`src/hw/rtl/mmm_pkg.sv`:
```
// mmm_pkg: shared constants, types and helper functions of the montgomery multiplier
// no dependencies; compiled first

package mmm_pkg;

	localparam int MAX_WORDS = 4;
	localparam int IDX_W     = (MAX_WORDS > 1) ? $clog2(MAX_WORDS) : 1;
	localparam int CNT_W     = $clog2(MAX_WORDS + 1);
	localparam int DIGIT_W   = 64;

	typedef logic [DIGIT_W-1:0] digit_t;

	localparam int MOD_REGS = 4;
	localparam int MOD_IW   = $clog2(MOD_REGS);
	typedef logic [MOD_REGS-1:0][DIGIT_W-1:0] mod_arr_t;

	localparam int PADDR_W     = 6;
	localparam int PDATA_W     = 64;
	localparam int REG_IW      = 3;
	localparam int NUM_WORDS_W = 3;

	localparam logic [REG_IW-1:0] REG_MOD0      = 3'd0;
	localparam logic [REG_IW-1:0] REG_MOD1      = 3'd1;
	localparam logic [REG_IW-1:0] REG_MOD2      = 3'd2;
	localparam logic [REG_IW-1:0] REG_MOD3      = 3'd3;
	localparam logic [REG_IW-1:0] REG_NPRIME    = 3'd4;
	localparam logic [REG_IW-1:0] REG_NUM_WORDS = 3'd5;

	localparam logic [NUM_WORDS_W-1:0] NUM_WORDS_RST = 3'd4;

	localparam int QDEPTH = 4;
	localparam int QPTR_W = $clog2(QDEPTH);

	localparam int MAC_STEPS = 4;
	localparam int MAC_CNT_W = 3;

	typedef struct packed {
		digit_t           a;
		digit_t           b;
		logic [IDX_W-1:0] idx;
		logic             last;
		logic [CNT_W-1:0] n;
	} q_item_t;

	typedef struct packed {
		logic   start;
		digit_t x;
		digit_t y;
		digit_t t;
		digit_t c;
	} mac_req_t;

	typedef struct packed {
		logic   done;
		digit_t lo;
		digit_t hi;
	} mac_rsp_t;

	// digit count in use: zero acts as one, large values clamp
	function automatic logic [CNT_W-1:0] eff_words(input logic [NUM_WORDS_W-1:0] nw);
		if (nw == '0) begin
			return CNT_W'(1);
		end else if (int'(nw) > MAX_WORDS) begin
			return CNT_W'(MAX_WORDS);
		end
		return CNT_W'(nw);
	endfunction

	// modulus digits beyond the register set read as zero
	function automatic digit_t mod_digit(input mod_arr_t m, input logic [IDX_W-1:0] j);
		if (int'(j) < MOD_REGS) begin
			return m[MOD_IW'(j)];
		end
		return '0;
	endfunction

endpackage

```
`src/hw/rtl/mmm_if.sv`:
```
// mmm_if: valid/ready channel interfaces for operand digits and product digits
// depends on mmm_pkg

interface mmm_operand_if;
	import mmm_pkg::*;
	logic   valid;
	logic   ready;
	digit_t a_digit;
	digit_t b_digit;
	modport source(output valid, output a_digit, output b_digit, input ready);
	modport sink(input valid, input a_digit, input b_digit, output ready);
endinterface


```
`src/hw/rtl/mmm_front.sv`:
```
// mmm_front: accepts operand items, numbers each digit and marks the last one of a load
// depends on mmm_pkg and mmm_if

module mmm_front (
	input  logic                               clk,
	input  logic                               arst_n,
	mmm_operand_if.sink                        operand,
	input  logic [mmm_pkg::NUM_WORDS_W-1:0]    num_words,
	output logic                               push_valid,
	input  logic                               push_ready,
	output mmm_pkg::q_item_t                   push_item
);
	import mmm_pkg::*;

	logic [IDX_W-1:0] load_q;
	logic [CNT_W-1:0] n_cur;
	logic             is_last;

	assign n_cur   = eff_words(num_words);
	assign is_last = (CNT_W'(load_q) + CNT_W'(1)) >= n_cur;

	assign operand.ready   = push_ready;
	assign push_valid      = operand.valid;
	assign push_item.a     = operand.a_digit;
	assign push_item.b     = operand.b_digit;
	assign push_item.idx   = load_q;
	assign push_item.last  = is_last;
	assign push_item.n     = n_cur;

	always_ff @(posedge clk or negedge arst_n) begin
		if (!arst_n) begin
			load_q <= '0;
		end else if (operand.valid && push_ready) begin
			load_q <= is_last ? '0 : load_q + IDX_W'(1);
		end
	end

endmodule

```
`src/flat_wrapper.sv`:
```
// flat-port wrapper written by rule: the top's interface ports become plain ports
module mmm_front_flat import mmm_pkg::*;
  (clk, arst_n, num_words, push_valid, push_ready, push_item, operand_valid, operand_a_digit, operand_b_digit, operand_ready);
  mmm_operand_if operand_i ();
  input  logic clk;
  input  logic arst_n;
  input  logic [mmm_pkg::NUM_WORDS_W-1:0] num_words;
  output logic push_valid;
  input  logic push_ready;
  output mmm_pkg::q_item_t push_item;
  input wire logic [$bits(operand_i.valid)-1:0] operand_valid;
  input wire logic [$bits(operand_i.a_digit)-1:0] operand_a_digit;
  input wire logic [$bits(operand_i.b_digit)-1:0] operand_b_digit;
  output wire logic [$bits(operand_i.ready)-1:0] operand_ready;
  assign operand_i.valid = operand_valid;
  assign operand_i.a_digit = operand_a_digit;
  assign operand_i.b_digit = operand_b_digit;
  assign operand_ready = operand_i.ready;
  mmm_front u_core (.clk(clk), .arst_n(arst_n), .operand(operand_i), .num_words(num_words), .push_valid(push_valid), .push_ready(push_ready), .push_item(push_item));
endmodule
```
`config.mk`:
```
export PLATFORM = sky130hd
export DESIGN_NAME = mmm_front_flat
export DESIGN_NICKNAME = d
export VERILOG_FILES = /design/src/hw/rtl/mmm_pkg.sv /design/src/hw/rtl/mmm_if.sv /design/src/hw/rtl/mmm_front.sv /design/src/flat_wrapper.sv
export SDC_FILE = /design/constraint.sdc
export NUM_CORES = 1
export LEC_CHECK = 0
export ABC_AREA = 1
export BUFFER_PORTS_ARGS = -buffer_cell sky130_fd_sc_hd__buf_4
export CORE_AREA = 5 5 101 103
export DETAILED_ROUTE_END_ITERATION = 7
export DIE_AREA = 0 0 106 108
export PLACE_DENSITY_LB_ADDON = 0.12
export SETUP_SLACK_MARGIN = 0.15
export SKIP_LAST_GASP = 1
export SYNTH_ARGS = -nofsm -noshare
export SYNTH_HDL_FRONTEND = slang
export SYNTH_SLANG_ARGS = --single-unit
```
`constraint.sdc`:
```
create_clock -name clk -period 3 [get_ports clk]
set_clock_uncertainty 0.05 [all_clocks]
set_input_delay 0.3 -clock clk [delete_from_list [all_inputs] [get_ports clk]]
set_output_delay 0.3 -clock clk [all_outputs]
set_load 0.05 [all_outputs]
```
==> flow_summary.yaml <==
critical_path:
  crit_family: "adder cells"
  slowest_stage: "mux2_4"
  cpMostUsedCell: "nand2_1"
  path_cells: "buf_4, nor2_1, ha_1, mux2_4, ha_1, inv_1, nand2_1, nand2_1, nand2_1, buf_4"
  r2r_slack_ps: 1510
  critical-path-max-stage-delay_ps: 330
  worstSetupEndpointType: "primary output"
  critPathArrivalTime_ps: 1820
  r2r_start: "u_core.load_q[0]"
  critical_path.max_fanout: 4
  worstSetupPathType: "in2out"
  critical_path_required_ps: 2650
  critPathLaunchType: "input pin"
  rr_worst_depth: 7
  worst-path-buf-inv: 3
  reg2reg_to: "u_core.load_q[1]"
sta:
  rsz0062_at_grt: "false"
  tns_ps: 0
  worstMarginPinSlew_ps: 177.6
  period_minus_slack_ps: 2168
  hold_viol_final: 0
  max_slew_margin_pct: 88.16
  max_freq_mhz: 461.3
  drv_slew: 0
  min_period_over_period_pct: 72.27
  setup_viol: 0
drt:
  drt-total-wl_mm: 1.971
  vias: 413
  drtIter0Drc: 12
  via_per_inst: 2.565
  ant_nets: 0
  avgRoutedWirePerCell_um: 12.24
  drc_errors: 0
  drtPass1Iterations: 2
floorplanning:
  coreArea_um2: 9109
  rows: 35
  start_util_pct: 13.28
  io-pin-count: 271
  die_h_um: 108
  die_area_um2: 11450
  die_x_um: 106
cells_and_area:
  diodes: 0
  drive_gt1_share_pct: 38.00
  reg.largest.list: "u_core.load_q: 2 flops"
  largest_register: "u_core.load_q"
  layout_common_cells: "buf_4 (14), nand2_1 (11), inv_1 (6), ha_1 (5)"
  largest_reg_flops: 2
  final_nets: 192
  area_growth_pct: -56.88
  layout_commonest_cell: "buf_4"
flow_run:
  drv_cap: 0
logic_synthesis:
  syn_nets: 303
  seq_area_frac_synth_pct: 4.137
  synth_cell_types: 10
  syn_inst: 163
  mappedNetlistArea_um2: 1210
  synth-seq-cells: 2
  syn_avg_cell_area_um2: 7.423
  ys_warn_count: 0
place:
  hpwl_mm: 1.663
  gp_congestion: 0.5326
  numPortBuffers: 14
power:
  p_sw_share_pct: 51.34
  power_frac_comb_pct: 63.7
  leakage_nw: 0.2497
  power_frac_seq_pct: 12.5
  clkPwrFrac_pct: 23.8
  total_power_w: 0.0004414
  p_per_area_nw_per_um2: 845.9
  power.switching_w: 0.0002266
  power.internal_w: 0.0002148
  ir_drop_mv: 0.1053
clock_network:
  cts_max_path_buffers: 2
  cts_buffers: 3
  cts-root-buf: "clkbuf_8"
  post-cts-setup-buffer-count: 0
  cts_tree: "built"
  cts_sinks: 2
  clkLatencyLatePin_ps: 210
  h-tree-depth: 1
  clkTransAtPathRegs_ps: 30
global_routing:
  grt_pass1_wl_mm: 2.697
  antenna_found_initial: 0
  grtUsageTotal_pct: 3.149
  grt_pass1_vias: 494
  grt_max_degree: 6
  grt_overflow: 0
outcome:
  outcome: "finished clean"
min_path:
  hp-class: "in2async"
power by group through the flow:
stage | Combinational (W) | Sequential (W) | Clock (W)
after CTS | 0.000290 | 0.0000562 | 0.000108
after global routing | 0.000315 | 0.0000587 | 0.000112
after global placement | 0.000285 | 0.0000560 | 0
after floorplan | 0.000638 | 0.0000953 | 0
final | 0.000281 | 0.0000553 | 0.000105
after detailed placement | 0.000289 | 0.0000564 | 0
stage by stage:
step	hold WS [ps]	setup slack [ps]	area (um^2)	util, %	std cells
after floorplan	-45.59	378.2	1210	-	163
after CTS	380.2	794.0	521.8	5.728	161
after global routing	378.2	647.3	521.8	5.728	161
after global placement	35.29	821.1	470.5	5.165	157
final	373.2	832.0	521.8	5.728	161
after detailed placement	35.90	793.5	470.5	5.165	157
cells by family after synthesis:
family,synth area share [%]
compound gates,1.137
fa+ha+maj,5.171
mux,1.241
simple gates,5.171
flops,4.137
buf+inv,83.14
metal layers:
metal / vias up / wire, um / track usage, %
met4: 0 / 446 / 8.603
met2: 48 / 884 / 4.554
met3: 68 / 368 / 1.552
met5: - / 0 / 0
met1: 161 / 271 / 1.144
li1: 136 / - / -
worst max-delay path by stage:
stage / cells past startpoint / slack (ps) / from / endpoint
finish: 10 / 830 / num_words[1] / push_item[3]
global placement: 9 / 820 / num_words[1] / push_item[3]
global route: 11 / 650 / num_words[1] / push_item[3]
floorplan: 10 / 380 / num_words[1] / push_item[3]
CTS: 9 / 790 / num_words[1] / push_item[3]
detailed placement: 9 / 790 / num_words[1] / push_item[3]
area by class of cell:
cell class              count  area [um^2]
inverters                   6        22.52
well taps                 111        138.9
clock buffers               3        41.29
flip-flops and latches      2        50.05
multi-input cells          24        153.9
repair buffers             15        115.1
fillers                  1080         8587
cell usage after synthesis (all sizes together):
cell	instances	area, um^2
nand3	2	10.01
o21ai	1	5.000
a21oi	1	8.760
nand2	11	41.29
mux2	1	15.01
ha	5	62.56
dfrtp	2	50.05
inv	6	22.52
nor2	3	11.26
buf	131	983.4
what timing repair did:
item | CTS | global route
hold buffers | 1 | 0
endpoints found under the hold margin | 2 | 0
gates resized for setup | 0 | 0
worst reg2reg max path, stage by stage (launching register included):
cell     delay (ps)
dfrtp_1         420
ha_1            330
ha_1            280
nand2_1          40
inv_1            40
nand2_1          70
nand3_1          70
nand2_1          60
Power figures use the tool's default switching activity.
