<file path="config.mk">
export PLATFORM = sky130hd
export DESIGN_NAME = mmm_mac
export DESIGN_NICKNAME = d
export VERILOG_FILES = /design/src/hw/rtl/mmm_pkg.sv /design/src/hw/rtl/mmm_mac.sv
export SDC_FILE = /design/constraint.sdc
export NUM_CORES = 2
export LEC_CHECK = 0
export ABC_CLOCK_PERIOD_IN_PS = 15800
export BUFFER_PORTS_ARGS = -buffer_cell sky130_fd_sc_hd__buf_2
export CORE_UTILIZATION = 35
export CTS_CLUSTER_SIZE = 28
export DETAILED_ROUTE_END_ITERATION = 10
export GPL_ROUTABILITY_DRIVEN = 0
export PLACE_DENSITY = 0.59
export SLEW_MARGIN = 20
export SYNTH_ARGS = -nofsm -noshare
export SYNTH_HDL_FRONTEND = slang
export SYNTH_SLANG_ARGS = --single-unit
</file>
<file path="constraint.sdc">
create_clock -name clk -period 15.8 [get_ports clk]
set_input_delay 2.37 -clock clk [delete_from_list [all_inputs] [get_ports clk]]
set_output_delay 2.37 -clock clk [all_outputs]
set_load 0.005 [all_outputs]
</file>
<file path="src/hw/rtl/mmm_pkg.sv">
// mmm_pkg: shared constants, types and helper functions of the montgomery multiplier
// no dependencies; compiled first

package mmm_pkg;

	localparam int MAX_WORDS = 4;
	localparam int IDX_W     = (MAX_WORDS > 1) ? $clog2(MAX_WORDS) : 1;
	localparam int CNT_W     = $clog2(MAX_WORDS + 1);
	localparam int DIGIT_W   = 64;

	typedef logic [DIGIT_W-1:0] digit_t;

	localparam int MOD_REGS = 4;
	localparam int MOD_IW   = $clog2(MOD_REGS);
	typedef logic [MOD_REGS-1:0][DIGIT_W-1:0] mod_arr_t;

	localparam int PADDR_W     = 6;
	localparam int PDATA_W     = 64;
	localparam int REG_IW      = 3;
	localparam int NUM_WORDS_W = 3;

	localparam logic [REG_IW-1:0] REG_MOD0      = 3'd0;
	localparam logic [REG_IW-1:0] REG_MOD1      = 3'd1;
	localparam logic [REG_IW-1:0] REG_MOD2      = 3'd2;
	localparam logic [REG_IW-1:0] REG_MOD3      = 3'd3;
	localparam logic [REG_IW-1:0] REG_NPRIME    = 3'd4;
	localparam logic [REG_IW-1:0] REG_NUM_WORDS = 3'd5;

	localparam logic [NUM_WORDS_W-1:0] NUM_WORDS_RST = 3'd4;

	localparam int QDEPTH = 4;
	localparam int QPTR_W = $clog2(QDEPTH);

	localparam int MAC_STEPS = 4;
	localparam int MAC_CNT_W = 3;

	typedef struct packed {
		digit_t           a;
		digit_t           b;
		logic [IDX_W-1:0] idx;
		logic             last;
		logic [CNT_W-1:0] n;
	} q_item_t;

	typedef struct packed {
		logic   start;
		digit_t x;
		digit_t y;
		digit_t t;
		digit_t c;
	} mac_req_t;

	typedef struct packed {
		logic   done;
		digit_t lo;
		digit_t hi;
	} mac_rsp_t;

	// digit count in use: zero acts as one, large values clamp
	function automatic logic [CNT_W-1:0] eff_words(input logic [NUM_WORDS_W-1:0] nw);
		if (nw == '0) begin
			return CNT_W'(1);
		end else if (int'(nw) > MAX_WORDS) begin
			return CNT_W'(MAX_WORDS);
		end
		return CNT_W'(nw);
	endfunction

	// modulus digits beyond the register set read as zero
	function automatic digit_t mod_digit(input mod_arr_t m, input logic [IDX_W-1:0] j);
		if (int'(j) < MOD_REGS) begin
			return m[MOD_IW'(j)];
		end
		return '0;
	endfunction

endpackage

</file>
<file path="src/hw/rtl/mmm_mac.sv">
// mmm_mac: 64x64 multiply-accumulate t + x*y + c over four passes of a 32x32 multiplier
// depends on mmm_pkg

module mmm_mac (
	input  logic              clk,
	input  logic              arst_n,
	input  mmm_pkg::mac_req_t req,
	output mmm_pkg::mac_rsp_t rsp
);
	import mmm_pkg::*;

	digit_t                 x_q;
	digit_t                 y_q;
	logic [2*DIGIT_W-1:0]   acc_q;
	logic [MAC_CNT_W-1:0]   cnt_q;
	logic                   run_q;
	logic                   done_q;
	logic [DIGIT_W-1:0]     pp_s1;
	logic [1:0]             sel_s1;
	logic                   pv_s1;
	logic [DIGIT_W/2-1:0]   x_half;
	logic [DIGIT_W/2-1:0]   y_half;
	logic [DIGIT_W-1:0]     prod;
	logic [1:0]             sh;
	logic [2*DIGIT_W-1:0]   pp_shifted;
	logic                   mul_step;

	assign x_half     = cnt_q[0] ? x_q[DIGIT_W-1:DIGIT_W/2] : x_q[DIGIT_W/2-1:0];
	assign y_half     = cnt_q[1] ? y_q[DIGIT_W-1:DIGIT_W/2] : y_q[DIGIT_W/2-1:0];
	assign prod       = x_half * y_half;
	assign sh         = {1'b0, sel_s1[0]} + {1'b0, sel_s1[1]};
	assign pp_shifted = {{DIGIT_W{1'b0}}, pp_s1} << {sh, 5'd0};
	assign mul_step   = run_q && (cnt_q < MAC_CNT_W'(MAC_STEPS));

	always_ff @(posedge clk or negedge arst_n) begin
		if (!arst_n) begin
			run_q  <= 1'b0;
			cnt_q  <= '0;
			pv_s1  <= 1'b0;
			done_q <= 1'b0;
		end else begin
			done_q <= !req.start && run_q && (cnt_q == MAC_CNT_W'(MAC_STEPS));
			pv_s1  <= mul_step && !req.start;
			if (req.start) begin
				run_q <= 1'b1;
				cnt_q <= '0;
			end else if (run_q) begin
				cnt_q <= cnt_q + MAC_CNT_W'(1);
				if (cnt_q == MAC_CNT_W'(MAC_STEPS)) begin
					run_q <= 1'b0;
				end
			end
		end
	end

	always_ff @(posedge clk) begin
		if (req.start) begin
			x_q   <= req.x;
			y_q   <= req.y;
			acc_q <= {{(DIGIT_W-1){1'b0}}, {1'b0, req.t} + {1'b0, req.c}};
		end else begin
			if (mul_step) begin
				pp_s1  <= prod;
				sel_s1 <= cnt_q[1:0];
			end
			if (pv_s1) begin
				acc_q <= acc_q + pp_shifted;
			end
		end
	end

	assign rsp.done = done_q;
	assign rsp.lo   = acc_q[DIGIT_W-1:0];
	assign rsp.hi   = acc_q[2*DIGIT_W-1:DIGIT_W];

	a_no_restart: assert property (@(posedge clk) disable iff (!arst_n)
		req.start |-> !run_q)
		else $error("multiply started while busy");

	a_done_after_run: assert property (@(posedge clk) disable iff (!arst_n)
		done_q |-> $past(run_q))
		else $error("multiply done without a running pass");

endmodule

</file>
==> results.md <==
* Status: complete, no violations
* Least-Margin Pin Slew at 1.141 ns
* Post_cts resized at 0
* Post-synth top area cell: fa_1
* CTS tree: built
* CP peak stage delay at 0.92 ns
* Path depth of the worst reg2reg path at 27
* Final hold violations at 0
* Post-synthesis sequential area ratio at 16.15%
* Initial antenna violation count at 6
* Number of flops mapped to enable cells by yosys at 259
* Detailed Place HPWL at 164200 um
* Avg Cell Area, Syn at 8.949 um2
* Yosys warning count at 0
* Final setup vio count at 0
* CP Data Required Time at 16.17 ns
* Crit path time final at 9.808 ns
* Die W at 405.2 um
* DR vias/cell at 5.463
* Layout Skew at 0.02681 ns
* Largest net degree at the start of global routing at 87
* Synth Flop Type: edfxtp_1
* Hold depth at 1
* Most instantiated cells after synthesis: inv_1 (944), fa_1 (898), nor2_1 (820)
* Pre-Repair DR Iteration Count at 6
* Synth Net Count at 7973
* Fill cell instance count of the final layout at 16210
* Reg2Reg Setup Slack at 5.99 ns
* Vias in the first global route at 48570
* Fin crit share at 62.08%
* Endpoint with the worst hold slack: acc_q[116]
* End-of-flow core utilization at 38.85%
* Count leader, synth: inv_1
* Worst R2R End: pp_s1[61]
* Synth cell types at 92
* Fraction of registers with async set/reset at 1.829%
* Root buffer cell: clkbuf_16
* Clock transition at path regs at 0.06 ns
* Worst min-delay path class: flop to flop
* CP endpoint kind: flop
* CTS HTree Levels at 2
* Fin nets at 8165
* Antenna fix cells at 0
* RSZ-0062 raised after global routing: no
* Post-synthesis register bit count at 328
* CP top delay family: adder cells
* Post-CTS setup buffers at 0
* Die height at 405.2 um
* Vias at 47750
* Gr ovfl total at 0
* DP Worst Slack at 6.073 ns
* Synth Cell Area at 0.05691 mm2
* Fin Setup TNS at 0 ns
* First-pass GRT wire length at 303000 um
* Crit path buffers/inverters at 4
* Starting Density at 35.36%
* Final Slew Violations at 0
* Area growth syn-to-layout at 9.874%
* Worst Path Arrival at 10.18 ns
* Most frequent CP cell: fa_1
* Max_slew headroom at 21.73%
* Synth top area cells: fa_1 (32%), edfxtp_1 (14%), ha_1 (10%), inv_1 (6.2%), nor2_1 (5.4%)
* F_max at 102.0 MHz
* Post-DRT Antenna Nets at 0
* Clock Tree Buf Depth at 3
* Max cap viols at 0
* Synth Instances at 6359
* CORE AREA at 0.1609 mm2
* Peak fanout along the critical path at 38
* R2r startpoint: cnt_q[1]
* Num rows at 147
* Final WL at 205300 um
* Num CTS Buffers at 39
* Yosys top cell area share at 31.59%
* # IOs at 388
* Worst path depth at 27
* Critical path's slowest cell: dfrtp_4
* Startpoint Class: flop
* Clock sink count at 328
* Worst setup margin at 5.992 ns
* Fraction of layout cells with a size suffix above 1 at 10.49%
* Hold Startpoint: acc_q[116]
* Die Area at 0.1642 mm2
* Worst-Skew Late Latency at 0.62 ns
* Initial DRC count at 4474
* Hold buffer count at cts at 0
* Buffers added on ports at 387
* Crit Path Class: flop to flop
* Total GRT Usage at 24.75%
* # DRC at 0
* DR WL/cell at 23.49 um
-- cell usage in the layout (no fill, tap or decap), types with 13 or more instances in the layout --
master / count
inv_1: 943
fa_1: 898
nor2_1: 817
nand2_1: 653
ha_1: 456
buf_2: 386
a21oi_1: 350
edfxtp_1: 259
a21o_1: 200
o21ai_0: 186
xnor2_1: 145
nand4_1: 93
xor2_1: 91
buf_4: 79
a22o_1: 73
o21bai_1: 72
mux2i_1: 68
mux2_2: 64
dfxtp_1: 63
nor2b_1: 56
nand3_1: 54
and2_1: 52
clkbuf_16: 39
nor3_1: 37
mux2i_2: 34
nand2b_1: 29
o21ai_1: 26
o31ai_1: 22
and3_1: 22
or3_1: 20
a31oi_1: 20
o21a_1: 19
a211oi_1: 18
o211ai_1: 13
-- worst max-delay path by stage --
stage | start | endpoint
after floorplan | cnt_q[1] | pp_s1[63]
after global placement | cnt_q[0] | pp_s1[61]
after detailed placement | cnt_q[1] | pp_s1[61]
after CTS | cnt_q[1] | pp_s1[61]
after global routing | cnt_q[0] | pp_s1[61]
final | cnt_q[1] | pp_s1[61]
-- sequential cells by signal, summed over array words and instances (netlist names) --
register  cells
pv_s1         1
acc_q       128
run_q         1
done_q        1
x_q          64
sel_s1        2
y_q          64
cnt_q         3
pp_s1        64
-- kinds of logic (layout without fill, tap and decap cells) --
| family | Yosys count | count (layout) | share of synthesized area (%) |
|---|---|---|---|
| AO/OA/AOI/OAI | 1111 | 1111 | 12.72 |
| XOR/XNOR | 236 | 236 | 3.632 |
| adder cells (fa/ha/maj) | 1355 | 1355 | 41.64 |
| buffers and inverters | 1262 | 1482 | 8.379 |
| flip-flops | 328 | 328 | 16.15 |
| multiplexers | 179 | 179 | 3.293 |
| AND/OR/NAND/NOR | 1888 | 1888 | 14.20 |
-- metal layers --
layer | GRT usage [%] | share of wire, % | routed length (um) | vias to the layer above
li1 | - | - | - | 21050
met3 | 6.132 | 11 | 21630 | 543
met4 | 11.16 | 5.4 | 11000 | 8
met1 | 32.03 | 40 | 81900 | 23610
met2 | 38.90 | 44 | 90710 | 2541
met5 | 0 | 0.021 | 44 | -
-- area by class of cell --
cell class	instances	area (um2)	share of cell area, %
clock buffers	46	1012	1.619
repair buffers	468	2595	4.150
inverters	945	3547	5.673
flip-flops and latches	328	9196	14.71
multi-input cells	4769	43250	69.17
well taps	2160	2703	4.322
clock inverters	23	222.7	0.3562
-- per-stage QoR --
step	area (um2)	std cells	hold slack, ns
4_1_cts	62500	8738	0.5126
2_1_floorplan	56910	6359	0.4487
6_report	62530	8739	0.5130
3_5_place_dp	61260	8669	0.4981
5_1_grt	62530	8739	0.5349
3_3_place_gp	61230	8668	0.4843
Power is left out: the tool's default activity adds up to more than one toggle a clock period on the data nets, which glitch-free logic cannot reach.
