[config.mk]
export PLATFORM = sky130hd
export DESIGN_NAME = mmm_core_flat
export DESIGN_NICKNAME = d
export VERILOG_FILES = /design/src/hw/rtl/mmm_pkg.sv /design/src/hw/rtl/mmm_if.sv /design/src/hw/rtl/mmm_core.sv /design/src/flat_wrapper.sv
export SDC_FILE = /design/constraint.sdc
export NUM_CORES = 2
export LEC_CHECK = 0
export BUFFER_PORTS_ARGS = -buffer_cell sky130_fd_sc_hd__buf_2
export CAP_MARGIN = 20
export CORE_MARGIN = 2
export CORE_UTILIZATION = 45
export CTS_BUF_LIST = sky130_fd_sc_hd__clkbuf_4
export DETAILED_ROUTE_END_ITERATION = 16
export PLACE_DENSITY = 0.71
export SETUP_SLACK_MARGIN = 0.2
export SYNTH_ARGS = -nofsm -noshare
export SYNTH_HDL_FRONTEND = slang
export SYNTH_SLANG_ARGS = --single-unit
[constraint.sdc]
create_clock -name clk -period 21.5 [get_ports clk]
set_input_delay 1.075 -clock clk [delete_from_list [all_inputs] [get_ports clk]]
set_output_delay 1.075 -clock clk [all_outputs]
set_load 0.1 [all_outputs]
[src/hw/rtl/mmm_pkg.sv]
// mmm_pkg: shared constants, types and helper functions of the montgomery multiplier
// no dependencies; compiled first

package mmm_pkg;

	localparam int MAX_WORDS = 4;
	localparam int IDX_W     = (MAX_WORDS > 1) ? $clog2(MAX_WORDS) : 1;
	localparam int CNT_W     = $clog2(MAX_WORDS + 1);
	localparam int DIGIT_W   = 64;

	typedef logic [DIGIT_W-1:0] digit_t;

	localparam int MOD_REGS = 4;
	localparam int MOD_IW   = $clog2(MOD_REGS);
	typedef logic [MOD_REGS-1:0][DIGIT_W-1:0] mod_arr_t;

	localparam int PADDR_W     = 6;
	localparam int PDATA_W     = 64;
	localparam int REG_IW      = 3;
	localparam int NUM_WORDS_W = 3;

	localparam logic [REG_IW-1:0] REG_MOD0      = 3'd0;
	localparam logic [REG_IW-1:0] REG_MOD1      = 3'd1;
	localparam logic [REG_IW-1:0] REG_MOD2      = 3'd2;
	localparam logic [REG_IW-1:0] REG_MOD3      = 3'd3;
	localparam logic [REG_IW-1:0] REG_NPRIME    = 3'd4;
	localparam logic [REG_IW-1:0] REG_NUM_WORDS = 3'd5;

	localparam logic [NUM_WORDS_W-1:0] NUM_WORDS_RST = 3'd4;

	localparam int QDEPTH = 4;
	localparam int QPTR_W = $clog2(QDEPTH);

	localparam int MAC_STEPS = 4;
	localparam int MAC_CNT_W = 3;

	typedef struct packed {
		digit_t           a;
		digit_t           b;
		logic [IDX_W-1:0] idx;
		logic             last;
		logic [CNT_W-1:0] n;
	} q_item_t;

	typedef struct packed {
		logic   start;
		digit_t x;
		digit_t y;
		digit_t t;
		digit_t c;
	} mac_req_t;

	typedef struct packed {
		logic   done;
		digit_t lo;
		digit_t hi;
	} mac_rsp_t;

	// digit count in use: zero acts as one, large values clamp
	function automatic logic [CNT_W-1:0] eff_words(input logic [NUM_WORDS_W-1:0] nw);
		if (nw == '0) begin
			return CNT_W'(1);
		end else if (int'(nw) > MAX_WORDS) begin
			return CNT_W'(MAX_WORDS);
		end
		return CNT_W'(nw);
	endfunction

	// modulus digits beyond the register set read as zero
	function automatic digit_t mod_digit(input mod_arr_t m, input logic [IDX_W-1:0] j);
		if (int'(j) < MOD_REGS) begin
			return m[MOD_IW'(j)];
		end
		return '0;
	endfunction

endpackage

[src/hw/rtl/mmm_if.sv]


interface mmm_product_if;
	import mmm_pkg::*;
	logic   valid;
	logic   ready;
	digit_t product_digit;
	logic   last_digit;
	modport source(output valid, output product_digit, output last_digit, input ready);
	modport sink(input valid, input product_digit, input last_digit, output ready);
endinterface

[src/hw/rtl/mmm_core.sv]
// mmm_core: back end; stores loaded digits, runs the interleaved multiply-reduce rows,
// the final conditional subtraction and the product output register. depends on mmm_pkg, mmm_if

module mmm_core (
	input  logic              clk,
	input  logic              arst_n,
	input  logic              q_valid,
	output logic              q_ready,
	input  mmm_pkg::q_item_t  q_item,
	input  mmm_pkg::mod_arr_t modulus,
	input  mmm_pkg::digit_t   nprime,
	output mmm_pkg::mac_req_t mac_req,
	input  mmm_pkg::mac_rsp_t mac_rsp,
	mmm_product_if.source     product
);
	import mmm_pkg::*;

	typedef enum logic [3:0] {
		S_LOAD, S_A_ISSUE, S_A_WAIT, S_A_TOP, S_M_ISSUE, S_M_WAIT,
		S_R_ISSUE, S_R_WAIT, S_R_TOP, S_SUB, S_EMIT
	} state_t;

	state_t           state_q;
	logic [IDX_W-1:0] col_q;
	logic [IDX_W-1:0] row_q;
	logic [CNT_W-1:0] n_q;
	logic             out_valid_q;
	digit_t           out_digit_q;
	logic             out_last_q;

	digit_t           a_q    [MAX_WORDS];
	digit_t           b_q    [MAX_WORDS];
	digit_t           t_q    [MAX_WORDS];
	digit_t           diff_q [MAX_WORDS];
	digit_t           top0_q;
	logic             top1_q;
	digit_t           carry_q;
	digit_t           m_q;
	logic             borrow_q;

	digit_t           rd_t;
	digit_t           n_dig;
	logic             last_col;
	logic             last_row;
	logic             pop;
	logic             emit_go;
	logic             ge;
	logic [DIGIT_W:0] sum_top;
	logic [DIGIT_W:0] sub_d;
	logic             borrow_in;

	assign rd_t      = t_q[col_q];
	assign n_dig     = mod_digit(modulus, col_q);
	assign last_col  = (CNT_W'(col_q) + CNT_W'(1)) == n_q;
	assign last_row  = (CNT_W'(row_q) + CNT_W'(1)) == n_q;
	assign q_ready   = state_q == S_LOAD;
	assign pop       = q_valid && q_ready;
	assign emit_go   = (state_q == S_EMIT) && (!out_valid_q || product.ready);
	assign ge        = (top0_q != '0) || !borrow_q;
	assign sum_top   = {1'b0, top0_q} + {1'b0, carry_q};
	assign borrow_in = (col_q != '0) && borrow_q;
	assign sub_d     = {1'b0, rd_t} - {1'b0, n_dig} - (DIGIT_W+1)'(borrow_in);

	always_comb begin
		mac_req.start = 1'b0;
		mac_req.x     = a_q[col_q];
		mac_req.y     = b_q[row_q];
		mac_req.t     = rd_t;
		mac_req.c     = (col_q == '0) ? '0 : carry_q;
		unique case (state_q)
			S_A_ISSUE: begin
				mac_req.start = 1'b1;
			end
			S_M_ISSUE: begin
				mac_req.start = 1'b1;
				mac_req.x     = rd_t;
				mac_req.y     = nprime;
				mac_req.t     = '0;
				mac_req.c     = '0;
			end
			S_R_ISSUE: begin
				mac_req.start = 1'b1;
				mac_req.x     = m_q;
				mac_req.y     = n_dig;
			end
			default: ;
		endcase
	end

	always_ff @(posedge clk or negedge arst_n) begin
		if (!arst_n) begin
			state_q     <= S_LOAD;
			col_q       <= '0;
			row_q       <= '0;
			n_q         <= CNT_W'(1);
			out_valid_q <= 1'b0;
			out_digit_q <= '0;
			out_last_q  <= 1'b0;
		end else begin
			if (emit_go) begin
				out_valid_q <= 1'b1;
			end else if (product.ready) begin
				out_valid_q <= 1'b0;
			end
			unique case (state_q)
				S_LOAD: begin
					if (pop && q_item.last) begin
						n_q     <= q_item.n;
						col_q   <= '0;
						row_q   <= '0;
						state_q <= S_A_ISSUE;
					end
				end
				S_A_ISSUE: state_q <= S_A_WAIT;
				S_A_WAIT: begin
					if (mac_rsp.done) begin
						if (last_col) begin
							state_q <= S_A_TOP;
						end else begin
							col_q   <= col_q + IDX_W'(1);
							state_q <= S_A_ISSUE;
						end
					end
				end
				S_A_TOP: begin
					col_q   <= '0;
					state_q <= S_M_ISSUE;
				end
				S_M_ISSUE: state_q <= S_M_WAIT;
				S_M_WAIT: begin
					if (mac_rsp.done) begin
						state_q <= S_R_ISSUE;
					end
				end
				S_R_ISSUE: state_q <= S_R_WAIT;
				S_R_WAIT: begin
					if (mac_rsp.done) begin
						if (last_col) begin
							state_q <= S_R_TOP;
						end else begin
							col_q   <= col_q + IDX_W'(1);
							state_q <= S_R_ISSUE;
						end
					end
				end
				S_R_TOP: begin
					col_q <= '0;
					if (last_row) begin
						state_q <= S_SUB;
					end else begin
						row_q   <= row_q + IDX_W'(1);
						state_q <= S_A_ISSUE;
					end
				end
				S_SUB: begin
					if (last_col) begin
						col_q   <= '0;
						state_q <= S_EMIT;
					end else begin
						col_q <= col_q + IDX_W'(1);
					end
				end
				S_EMIT: begin
					if (emit_go) begin
						out_digit_q <= ge ? diff_q[col_q] : rd_t;
						out_last_q  <= last_col;
						if (last_col) begin
							col_q   <= '0;
							state_q <= S_LOAD;
						end else begin
							col_q <= col_q + IDX_W'(1);
						end
					end
				end
				default: state_q <= S_LOAD;
			endcase
		end
	end

	// digit stores and accumulator
	always_ff @(posedge clk) begin
		unique case (state_q)
			S_LOAD: begin
				if (pop) begin
					a_q[q_item.idx] <= q_item.a;
					b_q[q_item.idx] <= q_item.b;
					if (q_item.last) begin
						for (int k = 0; k < MAX_WORDS; k++) begin
							t_q[k] <= '0;
						end
						top0_q <= '0;
						top1_q <= 1'b0;
					end
				end
			end
			S_A_WAIT: begin
				if (mac_rsp.done) begin
					t_q[col_q] <= mac_rsp.lo;
					carry_q    <= mac_rsp.hi;
				end
			end
			S_A_TOP: begin
				top0_q <= sum_top[DIGIT_W-1:0];
				top1_q <= sum_top[DIGIT_W];
			end
			S_M_WAIT: begin
				if (mac_rsp.done) begin
					m_q <= mac_rsp.lo;
				end
			end
			S_R_WAIT: begin
				if (mac_rsp.done) begin
					if (col_q != '0) begin
						t_q[col_q - IDX_W'(1)] <= mac_rsp.lo;
					end
					carry_q <= mac_rsp.hi;
				end
			end
			S_R_TOP: begin
				t_q[IDX_W'(n_q - CNT_W'(1))] <= sum_top[DIGIT_W-1:0];
				top0_q <= DIGIT_W'(top1_q) + DIGIT_W'(sum_top[DIGIT_W]);
				top1_q <= 1'b0;
			end
			S_SUB: begin
				diff_q[col_q] <= sub_d[DIGIT_W-1:0];
				borrow_q      <= sub_d[DIGIT_W];
			end
			default: ;
		endcase
	end

	assign product.valid         = out_valid_q;
	assign product.product_digit = out_digit_q;
	assign product.last_digit    = out_last_q;

	a_n_range: assert property (@(posedge clk) disable iff (!arst_n)
		state_q != S_LOAD |-> (n_q != '0) && (n_q <= CNT_W'(MAX_WORDS)))
		else $error("digit count out of range during a product");

	a_index_range: assert property (@(posedge clk) disable iff (!arst_n)
		state_q != S_LOAD |-> (CNT_W'(col_q) < n_q) && (CNT_W'(row_q) < n_q))
		else $error("row or column index beyond digit count");

	a_done_in_wait: assert property (@(posedge clk) disable iff (!arst_n)
		mac_rsp.done |-> (state_q == S_A_WAIT) || (state_q == S_M_WAIT) ||
			(state_q == S_R_WAIT))
		else $error("multiply result arrived outside a wait state");

endmodule

[src/flat_wrapper.sv]
// flat-port wrapper written by rule: the top's interface ports become plain ports
module mmm_core_flat import mmm_pkg::*;
  (clk, arst_n, q_valid, q_ready, q_item, modulus, nprime, mac_req, mac_rsp, product_valid, product_product_digit, product_last_digit, product_ready);
  mmm_product_if product_i ();
  input  logic clk;
  input  logic arst_n;
  input  logic q_valid;
  output logic q_ready;
  input  mmm_pkg::q_item_t q_item;
  input  mmm_pkg::mod_arr_t modulus;
  input  mmm_pkg::digit_t nprime;
  output mmm_pkg::mac_req_t mac_req;
  input  mmm_pkg::mac_rsp_t mac_rsp;
  output wire logic [$bits(product_i.valid)-1:0] product_valid;
  output wire logic [$bits(product_i.product_digit)-1:0] product_product_digit;
  output wire logic [$bits(product_i.last_digit)-1:0] product_last_digit;
  input wire logic [$bits(product_i.ready)-1:0] product_ready;
  assign product_valid = product_i.valid;
  assign product_product_digit = product_i.product_digit;
  assign product_last_digit = product_i.last_digit;
  assign product_i.ready = product_ready;
  mmm_core u_core (.clk(clk), .arst_n(arst_n), .q_valid(q_valid), .q_ready(q_ready), .q_item(q_item), .modulus(modulus), .nprime(nprime), .mac_req(mac_req), .mac_rsp(mac_rsp), .product(product_i));
endmodule
==> flow_metrics.env <==
export IMPL_status="completed"
export IMPL_clk_latency_ns=1.30
export IMPL_fp_row_count=137
export IMPL_final_common_cell="edfxtp_1"
export IMPL_drtPass1Iterations=6
export IMPL_max_cap_viol_count=0
export IMPL_async_reset_ff_frac=0.0595
export IMPL_synth_edf_count=1218
export IMPL_holdBufCountCts=256
export IMPL_timing_final_crit_share=0.345
export IMPL_gp_congestion=0.949
export IMPL_ctsResizeCount=0
export IMPL_cpLargestDelayFamily="simple AND/OR/NAND/NOR gates"
export IMPL_ios=911
export IMPL_hp_class="input pin to flip-flop"
export IMPL_setup_viol=0
export IMPL_die_x_um=377
export IMPL_cts_made_buffers=359
export IMPL_max_freq_mhz=135
export IMPL_max_slew_margin=0.239
export IMPL_grt_overflow=0
export IMPL_cp_startpoint="u_core.col_q[0]"
export IMPL_drv_slew=0
export IMPL_whs_path_depth=2
export IMPL_synthToLayoutAreaGrowth_pct=21.6
export IMPL_yosys_warnings=0
export IMPL_htreeDepth=5
export IMPL_cts_root_buf="clkbuf_4"
export IMPL_crit_buf_inv=4
export IMPL_cp_cell_sequence="buf_4, buf_4, mux4_2, inv_1, ha_1, inv_1, ha_1, nand4_1, or4_1, or4_1, o22ai_1, o21ai_0, nor2_1, nor2_1, o22ai_1, nor2_1, xnor2_1"
export IMPL_synth_cell_types=87
export IMPL_r2r_slack_ns=14.09
export IMPL_cp_common_cell="nor2_1"
export IMPL_post_dp_hpwl_um=151000
export IMPL_cp_depth=17
export IMPL_start_util=0.451
export IMPL_cts_tree="done"
export IMPL_layout_nets=6620
export IMPL_critPathKind="flip-flop to flip-flop"
export IMPL_clock_path_buffers=4
export IMPL_startpoint_type="flip-flop"
export IMPL_whs_ns=0.136
export IMPL_cp_arrival_ns=8.42
export IMPL_wl_per_cell_um=27.2
export IMPL_skew_ns=0.116
export IMPL_crit_required_ns=22.51
export IMPL_crit_slowest_cell="dfrtp_4"
export IMPL_rsz0062_at_grt="false"
export IMPL_rr_worst_depth=17
export IMPL_syn_nets=5306
export IMPL_antenna_found_initial=41
export IMPL_die_area_um2=142000
export IMPL_seq_area_frac_synth=0.614
export IMPL_avgSynthCellArea_um2=13.9
export IMPL_dieHeight_um=377
export IMPL_tightest_slew_ns=1.14
export IMPL_grt_use_total=0.299
export IMPL_grt_pass1_vias=45100
export IMPL_drive_above_1_share=0.314
export IMPL_synth_seq_cells=1295
export IMPL_cp_max_fo=42
export IMPL_regToRegEndpoint="u_core.diff_q[1][61]"
export IMPL_cts_sinks=1295
export IMPL_final_cell_mix="edfxtp_1, buf_2, clkbuf_4"
export IMPL_cpPeakStageDelay_ns=1.03
export IMPL_fillerInstances=11700
export IMPL_synthCells=4522
export IMPL_grt_start_max_net_pins=138
export IMPL_core_um2=139000
export IMPL_end_kind="flip-flop"
export IMPL_regToRegStartpoint="u_core.col_q[0]"
export IMPL_finalSetupTns_ns=0
export IMPL_viasPerCell=5.73
export IMPL_min_period_ns=7.41
export IMPL_endpoint="u_core.diff_q[1][61]"
export IMPL_ant_nets=0
export IMPL_clkTransAtPathRegs_ns=0.06
export IMPL_yosys_most_used_dff="edfxtp_1"
export IMPL_routed_wl_um=217000
export IMPL_vias=45800
export IMPL_hold_violations=0
export IMPL_drcViolationCount=0
export IMPL_drt_first_iter_violations=4921
export IMPL_postCtsSetupBuffers=0
export IMPL_portBuffers=910
export IMPL_grt_pass1_wl_um=307000
export IMPL_synth_area_um2=62700
==> registers in the layout (all words and copies together) (netlist names), 64 cells and up <==
register	count
u_core.a_q	256
u_core.m_q	64
u_core.diff_q	256
u_core.t_q	256
u_core.carry_q	64
u_core.b_q	256
u_core.product.product_digit	64
u_core.top0_q	64
==> through the flow <==
step | worst slack (ns) | utilization | area, um2 | instances
final | 14.09 | 0.549 | 76300 | 7989
after global placement | 14.25 | 0.498 | 69200 | 7095
after global routing | 13.63 | 0.549 | 76300 | 7981
after detailed placement | 14.16 | 0.498 | 69200 | 7095
after floorplan | 7.53 | - | 62700 | 4522
after CTS | 14.14 | 0.548 | 76200 | 7970
==> area by class of cell <==
class | instances | area (um2) | share of cell area
Sequential cell | 1295 | 38500 | 0.505
Multi-Input combinational cell | 2669 | 22200 | 0.291
Timing Repair Buffer | 1222 | 7580 | 0.0993
Clock buffer | 529 | 3970 | 0.0521
Tap cell | 1876 | 2350 | 0.0308
Inverter | 289 | 1080 | 0.0142
Clock inverter | 90 | 499 | 0.00654
Antenna cell | 19 | 47.5 | 0.000623
==> layer usage <==
layer / up-vias / global-route usage / routed length [um]
met5: - / 0 / 186
met4: 30 / 0.110 / 7220
met3: 377 / 0.0836 / 21800
met2: 2452 / 0.481 / 104000
met1: 22900 / 0.388 / 83700
li1: 20100 / - / -
==> synth_stat cells (all sizes together), types with 18 or more instances <==
cell    instances  area [um2]
clkbuf        211         793
and2           77         482
inv           289        1080
nand2         411        1550
xnor2          81         709
mux2i          71         711
dfrtp          76        1900
nor2          347        1300
buf            58         241
ha            194        2430
nand4          52         325
a21oi         187         943
a21o           80         604
and3           19         119
nor4           32         206
nor3           31         155
o21ai         213        1070
a31oi          18         113
o21bai         30         225
nand3          35         175
xor2           39         342
mux4          319        7180
edfxtp       1218       36600
a22oi         173        1300
nor2b          74         463
==> kinds of logic after synthesis <==
logic type,share of synthesized area
buffers and inverters,0.0338
AOI/OAI and AO/OA,0.0885
DFF,0.614
adders and majority gates,0.0397
xor gates and xnor gates,0.0168
muxes,0.127
and+or+nand+nor,0.0810
==> worst min path at each step <==
stage	start	endpoint
CTS	mac_rsp[65]	u_core.m_q[1]
global placement	u_core.product.product_digit[12]	u_core.product.product_digit[12]
detailed placement	u_core.product.product_digit[49]	u_core.product.product_digit[49]
finish	q_item[2]	u_core.n_q[2]
floorplan	u_core.n_q[2]	u_core.n_q[2]
global route	q_item[2]	u_core.n_q[2]
Power is left out: the tool's default activity adds up to more than one toggle a clock period on the data nets, which glitch-free logic cannot reach.
