**src/hw/rtl/mmm_pkg.sv**
```systemverilog
// mmm_pkg: shared constants, types and helper functions of the montgomery multiplier
// no dependencies; compiled first

package mmm_pkg;

	localparam int MAX_WORDS = 4;
	localparam int IDX_W     = (MAX_WORDS > 1) ? $clog2(MAX_WORDS) : 1;
	localparam int CNT_W     = $clog2(MAX_WORDS + 1);
	localparam int DIGIT_W   = 64;

	typedef logic [DIGIT_W-1:0] digit_t;

	localparam int MOD_REGS = 4;
	localparam int MOD_IW   = $clog2(MOD_REGS);
	typedef logic [MOD_REGS-1:0][DIGIT_W-1:0] mod_arr_t;

	localparam int PADDR_W     = 6;
	localparam int PDATA_W     = 64;
	localparam int REG_IW      = 3;
	localparam int NUM_WORDS_W = 3;

	localparam logic [REG_IW-1:0] REG_MOD0      = 3'd0;
	localparam logic [REG_IW-1:0] REG_MOD1      = 3'd1;
	localparam logic [REG_IW-1:0] REG_MOD2      = 3'd2;
	localparam logic [REG_IW-1:0] REG_MOD3      = 3'd3;
	localparam logic [REG_IW-1:0] REG_NPRIME    = 3'd4;
	localparam logic [REG_IW-1:0] REG_NUM_WORDS = 3'd5;

	localparam logic [NUM_WORDS_W-1:0] NUM_WORDS_RST = 3'd4;

	localparam int QDEPTH = 4;
	localparam int QPTR_W = $clog2(QDEPTH);

	localparam int MAC_STEPS = 4;
	localparam int MAC_CNT_W = 3;

	typedef struct packed {
		digit_t           a;
		digit_t           b;
		logic [IDX_W-1:0] idx;
		logic             last;
		logic [CNT_W-1:0] n;
	} q_item_t;

	typedef struct packed {
		logic   start;
		digit_t x;
		digit_t y;
		digit_t t;
		digit_t c;
	} mac_req_t;

	typedef struct packed {
		logic   done;
		digit_t lo;
		digit_t hi;
	} mac_rsp_t;

	// digit count in use: zero acts as one, large values clamp
	function automatic logic [CNT_W-1:0] eff_words(input logic [NUM_WORDS_W-1:0] nw);
		if (nw == '0) begin
			return CNT_W'(1);
		end else if (int'(nw) > MAX_WORDS) begin
			return CNT_W'(MAX_WORDS);
		end
		return CNT_W'(nw);
	endfunction

	// modulus digits beyond the register set read as zero
	function automatic digit_t mod_digit(input mod_arr_t m, input logic [IDX_W-1:0] j);
		if (int'(j) < MOD_REGS) begin
			return m[MOD_IW'(j)];
		end
		return '0;
	endfunction

endpackage

```
**src/hw/rtl/mmm_fifo.sv**
```systemverilog
// mmm_fifo: short queue of classified items between front and back
// depends on mmm_pkg

module mmm_fifo (
	input  logic              clk,
	input  logic              arst_n,
	input  logic              push_valid,
	output logic              push_ready,
	input  mmm_pkg::q_item_t  push_item,
	output logic              pop_valid,
	input  logic              pop_ready,
	output mmm_pkg::q_item_t  pop_item
);
	import mmm_pkg::*;

	q_item_t           mem_q [QDEPTH];
	logic [QPTR_W-1:0] wr_q;
	logic [QPTR_W-1:0] rd_q;
	logic [QPTR_W:0]   count_q;
	logic              push;
	logic              pop;

	assign push_ready = count_q != (QPTR_W+1)'(QDEPTH);
	assign pop_valid  = count_q != '0;
	assign pop_item   = mem_q[rd_q];
	assign push       = push_valid && push_ready;
	assign pop        = pop_valid && pop_ready;

	always_ff @(posedge clk or negedge arst_n) begin
		if (!arst_n) begin
			wr_q    <= '0;
			rd_q    <= '0;
			count_q <= '0;
		end else begin
			if (push) begin
				wr_q <= wr_q + QPTR_W'(1);
			end
			if (pop) begin
				rd_q <= rd_q + QPTR_W'(1);
			end
			if (push && !pop) begin
				count_q <= count_q + (QPTR_W+1)'(1);
			end else if (pop && !push) begin
				count_q <= count_q - (QPTR_W+1)'(1);
			end
		end
	end

	always_ff @(posedge clk) begin
		if (push) begin
			mem_q[wr_q] <= push_item;
		end
	end

	a_count_bound: assert property (@(posedge clk) disable iff (!arst_n)
		count_q <= (QPTR_W+1)'(QDEPTH))
		else $error("queue count above depth");

endmodule

```
**config.mk**
```make
export PLATFORM = sky130hd
export DESIGN_NAME = mmm_fifo
export DESIGN_NICKNAME = d
export VERILOG_FILES = /design/src/hw/rtl/mmm_pkg.sv /design/src/hw/rtl/mmm_fifo.sv
export SDC_FILE = /design/constraint.sdc
export NUM_CORES = 1
export LEC_CHECK = 0
export BUFFER_PORTS_ARGS = -buffer_cell sky130_fd_sc_hd__buf_2
export CORE_MARGIN = 8
export CORE_UTILIZATION = 48
export CTS_CLUSTER_SIZE = 28
export DETAILED_ROUTE_END_ITERATION = 7
export PLACE_DENSITY_LB_ADDON = 0.25
export SLEW_MARGIN = 20
export SYNTH_ARGS = -nofsm -noshare
export SYNTH_HDL_FRONTEND = slang
export SYNTH_SLANG_ARGS = --single-unit
```
**constraint.sdc**
```tcl
create_clock -name clk -period 4.45 [get_ports clk]
set_clock_uncertainty 0.2 [all_clocks]
set_input_delay 0.6675 -clock clk [delete_from_list [all_inputs] [get_ports clk]]
set_output_delay 0.6675 -clock clk [all_outputs]
set_load 0.01 [all_outputs]
```
==> impl.org, run 1 <==
** Synthesis
- Prevailing post-synth register cell :: sky130_fd_sc_hd__edfxtp_1
- Yosys printed 0 warnings.
- Net count after synthesis :: 879
- EDFF count, synth :: between 500 and 600
- After synthesis, the cell types taking the most area are sky130_fd_sc_hd__edfxtp_1, sky130_fd_sc_hd__mux4_2, sky130_fd_sc_hd__dfrtp_1.
- Summed over all instances, the cell type with the most area after synthesis is sky130_fd_sc_hd__edfxtp_1.
- Post-synthesis share of cell area spent on full adders, half adders and majority gates :: 0.004192
- Complex-gate fraction of the synthesized area :: 0.0005716
- Gate count of the mapped netlist :: 735
- The mapped netlist covers 19,700 sq um.
- In the synthesized netlist the async set-or-reset flop fraction comes to 0.01289.
- By area, the combinational part of the netlist is dominated by multiplexers.
- Avg Synthesized Cell Area :: 26.80 sq um
- Count of different cell masters after synthesis :: 20
- Xor-xnor portion of the synthesized cell area :: 0.002667
- Cell with the most instances after synthesis :: sky130_fd_sc_hd__edfxtp_1
- Ranking of synthesized cells by instance count :: sky130_fd_sc_hd__edfxtp_1, sky130_fd_sc_hd__mux4_2, sky130_fd_sc_hd__buf_2, sky130_fd_sc_hd__dfrtp_1
- Sequential share of the synthesized area :: 0.8259
- The portion of synthesized area spent on multiplexers is 0.1543.
- Post-synthesis register bit count :: around 540
- Simple-Gate Fraction of Synth Area :: 0.002604
- Area share of the largest cell type after synthesis :: 0.8170

** Timing
- Setup violations remaining at the end of the flow were counted as 0.
- Transition time at the pin with the least slew margin :: 917.2 ps
- Dividing the final minimum period by the clock period gives 0.7981.
- Min Clock Period, post-route :: about 3600 ps
- The number of pins with negative max-slew slack in the final report was 0.
- For the final routed database, the setup TNS stands at 0 ps.
- The final number of hold-violating endpoints was 0.
- Setup repair after global routing left no endpoint under its margin.
- Worst max-slew margin expressed relative to the limit :: 0.3886
- Derived from the worst setup path, the maximum achievable clock frequency is roughly 280 MHz.

** Placed design
- Number of buffers inserted by port buffering :: 273
- Area after DPL :: 21,790 sq um
- Post-detail-place hpwl :: 24.81 mm
- Last weighted congestion value of the routability-driven placer :: 0.7164

** Detailed routing
- Number of design rule violations left after detail routing :: 0
- For this block, the via count after detailed routing is 8,827.
- Wire length reported by the detailed router :: 39.67 mm
- Drt via density :: about 5.4
- The detail route stage leaves a number of antenna-violating nets equal to 0.
- Post-detailed-route wirelength per cell :: 24.36 um
- The first routing iteration left 605 violations.
- Total iterations of the first detailed-routing run :: 6

** Min path
- Kind of path behind the tightest hold check :: primary input to register

** Floorplan
- Vertical die dimension :: between 200 and 250 um
- Measured along the x axis, the die boundary spans 218.6 um.
- Count of boundary I/O pins :: 274
- Die Area :: 47,780 sq um
- After floorplanning, the core was sized to cover 40,650 sq um.
- Row generation in the floorplan step produced 74 rows.
- The initial utilization of the core area, before any placement, comes to 0.4847.

** Finish
- For this run, the share of the core covered by cells in the final layout is 0.5765.
- For this run, the post-layout net count is 1,194.
- Once layout is done, the placed cells without fillers occupy ~23,000 sq um.
- Layout-stage area growth over the synthesis result :: 18.94%
- Fraction of final layout cells sized beyond drive strength 1 :: 0.4584

** Clocking
- The number of hold buffers added after CTS was 1.
- # H-tree levels :: 2
- Clock tree synthesis selected as its root buffer the cell sky130_fd_sc_hd__clkbuf_16.
- Clock transition at the registers of the reported paths :: approximately 60 ps
- Buffers inserted during post-CTS setup optimization :: 0
- The longest clock path from root to sink contains 3 buffers.
- Cts bufs inserted :: 54
- TritonCTS clock tree :: done
- Total clock sinks :: 543
- The later pin in the worst-skew pair is clocked with a latency of approximately 600 ps.
- CTS resizes :: 0

** Critical path
- Crit path arrival time :: approximately 2700 ps
- Crit path cell chain :: buf_4 -> mux4_2 -> buf_2
- Kind of cell adding the most delay to the critical path :: flip-flops
- Count of buffer and inverter cells on the critical path :: 2
- The worst setup path is launched from a register.
- STA classifies the critical path endpoint as a primary output.
- Among all stages on the critical path, the largest delay is contributed by sky130_fd_sc_hd__dfrtp_4.
- On the worst path, the slowest cell contributes a delay of 890 ps.
- Worst endpoint required time :: between 3000 and 4000 ps
- Worst Path Class, Setup :: register to primary output
- Largest fanout on the critical path :: 34

** Global routing
- In the global route stage, overall resource usage came out at 0.1665.
- First-pass GRT wire length :: around 60 mm
- The initial antenna violation count came to 15.
- Pin count of the biggest net entering global routing :: ~120
- Via count of the first global-routing pass :: around 9,400
- Grt total ovfl :: 0

** Power
- For this design the ratio of total power to cell area is 675.4 nW/um^2.
- The analysis attributes to cell leakage a power of a little under 8 nW.
- Worst-case vdd ir drop :: 0.7673 mV
- Overall power consumption after layout is estimated at ~16 mW.

** Status
- The run finished with clean final reports.

** Flow run
- Across the run, the number of max-cap violations was 0.
[cells by family after synthesis]
logic type / count (synthesis)
DFF: 543
muxes: 136
buffers and inverters: 33
and+or+nand+nor: 10
xor gates and xnor gates: 6
adders and majority gates: 6
AOI/OAI and AO/OA: 1
[sequential cells by signal, indices dropped and copies added (netlist names)]
| name | count |
|---|---|
| mem_q | 536 |
| rd_q | 2 |
| wr_q | 2 |
| count_q | 3 |
[per-stage QoR]
step,instances,hold slack (ps),setup slack (ps)
2_1_floorplan,735,171.9,1179
3_3_place_gp,1525,319.1,1451
3_5_place_dp,1525,319.3,1438
4_1_cts,1625,37.63,776.6
5_1_grt,1626,54.20,671.0
6_report,1628,84.63,898.4
[layout make-up]
cell class / instances / area (sq um)
fillers: 2954 / 17210
repair buffers: 289 / 1602
well taps: 532 / 665.6
inverters: 3 / 11.26
multi-input cells: 159 / 3248
clock buffers: 67 / 1400
flip-flops and latches: 543 / 16280
diodes: 3 / 7.507
clock inverters: 32 / 220.2
[metal layers]
| metal | wire (um) | GRT usage | vias to the layer above |
|---|---|---|---|
| li1 | - | - | 3819 |
| met1 | 16110 | 0.2184 | 4647 |
| met2 | 19140 | 0.2588 | 260 |
| met3 | 3469 | 0.06304 | 77 |
| met5 | 154 | 0 | - |
| met4 | 801 | 0.04792 | 24 |
[path summary, 6_finish.rpt]
| check | startpoint | endpoint | slack [ps] | cells after the start |
|---|---|---|---|---|
| worst max register to register | count_q[0] | mem_q[2][50] | 1830 | 4 |
| worst min register to register | count_q[2] | count_q[2] | 330 | 1 |
| min in group asynchronous | arst_n | count_q[2] | 260 | 2 |
| max in group asynchronous | arst_n | rd_q[0] | 3580 | 2 |
| worst max-delay path | rd_q[0] | pop_item[122] | 900 | 3 |
| worst min-delay path | push_item[126] | mem_q[2][126] | 80 | 1 |
[cell usage in the layout, fill, tap and decap left out, drive strengths merged]
cell type / n
dlygate4sd3: 1
clkinv: 28
or3: 1
nor2: 2
a21boi: 1
mux2: 2
edfxtp: 536
nand2: 2
buf: 288
diode: 3
fa: 1
mux4: 134
xnor2: 4
and2: 4
xor2: 2
bufinv: 2
ha: 5
inv: 5
clkbuf: 67
dfrtp: 7
nand3: 1
[worst register-to-register path, stage by stage (launching register included)]
cell and delay (ps):
sky130_fd_sc_hd__dfrtp_1 430, sky130_fd_sc_hd__nor2_1 90, sky130_fd_sc_hd__a21boi_2 320, sky130_fd_sc_hd__and2_4 630, sky130_fd_sc_hd__buf_4 570
[power breakdown]
group	total [mW]	leakage [nW]	switching, mW	internal (mW)
Clock	4.16	0.796	1.82	2.34
Sequential	7.08	4.99	0.324	6.76
Combinational	4.58	2.16	2.52	2.07
No activity file was read; power rests on OpenSTA's default activity.
==> inputs of run 2 (changes only) <==
clock period = 3.02 ns   (was 4.45 ns; I/O delays follow)
==> impl.org, run 2 (synthesized netlist as in run 1, its figures left out) <==
** Global routing
- The first-pass GRT wire length came to 61.76 mm (+3.6%).
- Via count of the first global-routing pass :: 10,414 (+10%)
- The combined global-route utilization of all metal layers is 0.1698 (+0.003324).
- Pin count of the biggest net entering global routing :: 70 (-44%)
- Number of antenna violations at the first check in global routing :: 4 (-11)
- The residual overflow from global routing is 0 (unchanged).

** Critical path
- Critical R2R Launch :: count_q[0]
- Worst setup SP type :: register
- The signal on the critical path passes through buf_16 -> buf_16 -> mux4_2 -> buf_6.
- Among the stages of the critical path, the cell type that occurs most often is sky130_fd_sc_hd__buf_16.
- Crit path arrival time :: 2270 ps (-410 ps)
- Setup slack, reg-to-reg :: 720 ps (-1110 ps)
- Worst endpoint required time :: 2370 ps (-1210 ps)
- The worst stage delay on the critical path came to 560 ps (-330 ps).
- The largest individual stage delay along the critical path comes from the cell sky130_fd_sc_hd__mux4_2.
- Worst Path Class, Setup :: register to primary output
- The biggest fanout along the worst timing path was 29 (-15%).
- Capturing point of the worst reg2reg path :: count_q[2]
- Length in cells of the worst reg-to-reg path :: 8 (+4)
- Worst setup EP type :: primary output

** Timing
- Dividing the final minimum period by the clock period gives 0.9682.
- Min Clock Period, post-route :: 2924 ps
- Derived from the worst setup path, the maximum achievable clock frequency is roughly 340 MHz.
- Setup Viol. Count Final :: 0 (unchanged)
- Setup repair after global routing could not meet its margin everywhere.
- Worst max-slew margin expressed relative to the limit :: 0.6520 (+0.2634)
- Transition time at the pin with the least slew margin :: 522.0 ps (-395.1 ps)
- The final number of hold-violating endpoints is 0 (unchanged).
- Count of final max-slew check failures :: 0 (unchanged)

** Finish
- Most used cells in the layout excluding fill and tap cells :: sky130_fd_sc_hd__edfxtp_1, sky130_fd_sc_hd__buf_2, sky130_fd_sc_hd__dlygate4sd3_1, sky130_fd_sc_hd__mux4_2, sky130_fd_sc_hd__clkbuf_16
- Final design utilization :: 0.6202 (+0.04371)
- The share of layout cells above drive strength 1 is 0.4203 (-0.03808).
- Biggest registers after layout :: mem_q (536), count_q (3)
- The area growth from synthesis to layout is 27.96%.
- Number of flip-flops in the largest register :: 536 (unchanged)
- Leaving out fill and tap cells, the most frequent cell in the layout is sky130_fd_sc_hd__edfxtp_1.
- Non-filler instance count after layout :: 1,777 (+9.2%)
- The number of nets in the final layout came to 1,346 (+13%).
- The number of filler instances in the final layout is 2,734 (-7.4%).
- Ranked by flip-flop count, first place goes to mem_q.

** Power
- The portion of total power attributed to the clock network is 0.263 (about the same).
- Combinational power share :: 0.307 (+0.017)
- Power share of the sequential group :: 0.430 (-0.017)
- Internal Power :: 17.22 mW (+54%)
- The largest voltage drop on the vdd net is 0.8003 mV (+4.3%).
- The power spent charging and discharging nets came to 6.891 mW (+48%).
- Power per cell area :: 956.4 nW/um^2 (+42%)
- Proportion of total power due to net switching :: 0.2858 (-0.008484)
- Leakage component of the power :: 8.696 nW (+9.5%)

** Placed design
- The HPWL after detailed placement came to 25.19 mm (+1.6%).
- # placed instances :: 1,543 (+1.2%)
- Last weighted congestion value of the routability-driven placer :: 0.6866 (-4.2%)
- The number of buffers inserted by port buffering came to 273 (unchanged).

** Floorplan
- Count of boundary I/O pins :: 274 (unchanged)
- Horizontal extent of the die :: 218.6 um (unchanged)
- The placeable core region was 40,650 sq um (unchanged).
- The floorplan die area came to 47,780 sq um (unchanged).
- The initial core utilization came to 0.4847 (unchanged).
- The height of the chip was 218.6 um (unchanged).
- Site row count :: 74 (unchanged)

** Clocking
- TritonCTS built the clock tree.
- The clock net sink count came to 543 (unchanged).
- Source-to-sink clock delay at the later pin of the worst-skew pair :: 580 ps (about the same)
- The cell sitting at the root of the clock tree is a sky130_fd_sc_hd__clkbuf_16.
- Cts bufs inserted :: 53 (-1.9%)
- Max clock buf depth :: 3 (unchanged)
- Clock transition at the registers of the reported paths :: 60 ps (about the same)
- The number of H-tree levels came to 2 (unchanged).

** Detailed routing
- Number of design rule violations left after detail routing :: 0 (unchanged)
- First-iteration detailed-routing DRC count :: 621 (+2.6%)
- The aggregate routed wire length was 40.55 mm (+2.2%).
- Post-detailed-route wirelength per cell :: 22.82 um (-6.3%)
- Drt via density :: 5.263 (-2.9%)
- Via count of the routed design :: 9,352 (+5.9%)
- The post-route antenna net violation count was 0 (unchanged).
- Total iterations of the first detailed-routing run :: 4 (-2)

** Min path
- In this run the worst hold path is classified as primary input to asynchronous set/reset pin.

** Status
- The flow ran to the end, and the final reports show no timing, DRC or antenna violations.

** Flow run
- Max cap viols :: 0 (unchanged)
-- run 2: cell count changes in the layout (fill, tap and decap cells not counted), sizes merged --
| cell | change |
|---|---|
| clkinvlp | +2 |
| dlygate4sd3 | +135 |
| buf | +18 |
| bufinv | +3 |
| clkinv | -8 |
| inv | -1 |
-- run 2: cell type report --
cell class	instances	area, sq um	area share
timing repair buffer	442	3316	0.1315
inverter	3	11.26	0.0004467
clock buffer	67	1421	0.05638
multi-input combinational	159	3248	0.1288
clock inverter	28	261.5	0.01037
sequential	543	16280	0.6457
tap	532	665.6	0.02640
antenna	3	7.507	0.0002978
-- run 2: power groups by stage --
stage | Sequential [mW] | Combinational, mW | Clock, mW
final | 10.4 | 7.40 | 6.35
after global routing | 10.5 | 7.96 | 6.77
after CTS | 10.4 | 7.42 | 6.50
after detailed placement | 10.5 | 7.24 | 0
after global placement | 10.5 | 7.23 | 0
after floorplan | 10.4 | 4.39 | 0
-- run 2: critical path, delay by kind of cell (launching register included) --
family / cells / cell delay (ps)
multiplexers: 1 / 560
buffers and inverters: 3 / 620
flip-flops: 1 / 470
-- run 2: worst max-delay path by stage --
stage | startpoint | to | slack, ps
after global routing | rd_q[0] | pop_item[49] | -30
after CTS | rd_q[0] | pop_item[10] | 6
after detailed placement | rd_q[0] | pop_item[17] | 650
final | rd_q[0] | pop_item[79] | 100
after global placement | rd_q[0] | pop_item[9] | 650
after floorplan | count_q[0] | mem_q[0][0] | -50
-- run 2: repair_timing --
| action | 4_1_cts | 5_1_grt |
|---|---|---|
| hold buffers | 136 | 0 |
| setup endpoints to repair | 0 | 70 |
| buffers inserted | 0 | 0 |
| resized for setup | 0 | 20 |
| hold endpoints to repair | 545 | 0 |
-- run 2: per-stage QoR --
step / setup TNS (ps) / instance area [sq um] / worst slack (ps) / power (mW) / hold slack [ps]
after floorplan: -28860 / 19710 / -53.85 / 14.78 / -42.59
after global placement: 0 / 22040 / 647.6 / 17.70 / 101.6
after detailed placement: 0 / 22040 / 646.1 / 17.77 / 102.7
after CTS: 0 / 25090 / 5.721 / 24.30 / 14.91
after global routing: -390.5 / 25210 / -29.12 / 25.21 / 35.63
final: 0 / 25210 / 96.08 / 24.11 / 41.15
-- run 2: metal layers --
metal  track usage  vias to the layer above  routed length, um
met5             0                        -                 13
met4       0.04456                        2                779
met3       0.05461                       69               2845
met2        0.2904                      243              20700
met1        0.2070                     4904              16220
li1              -                     4134                  -
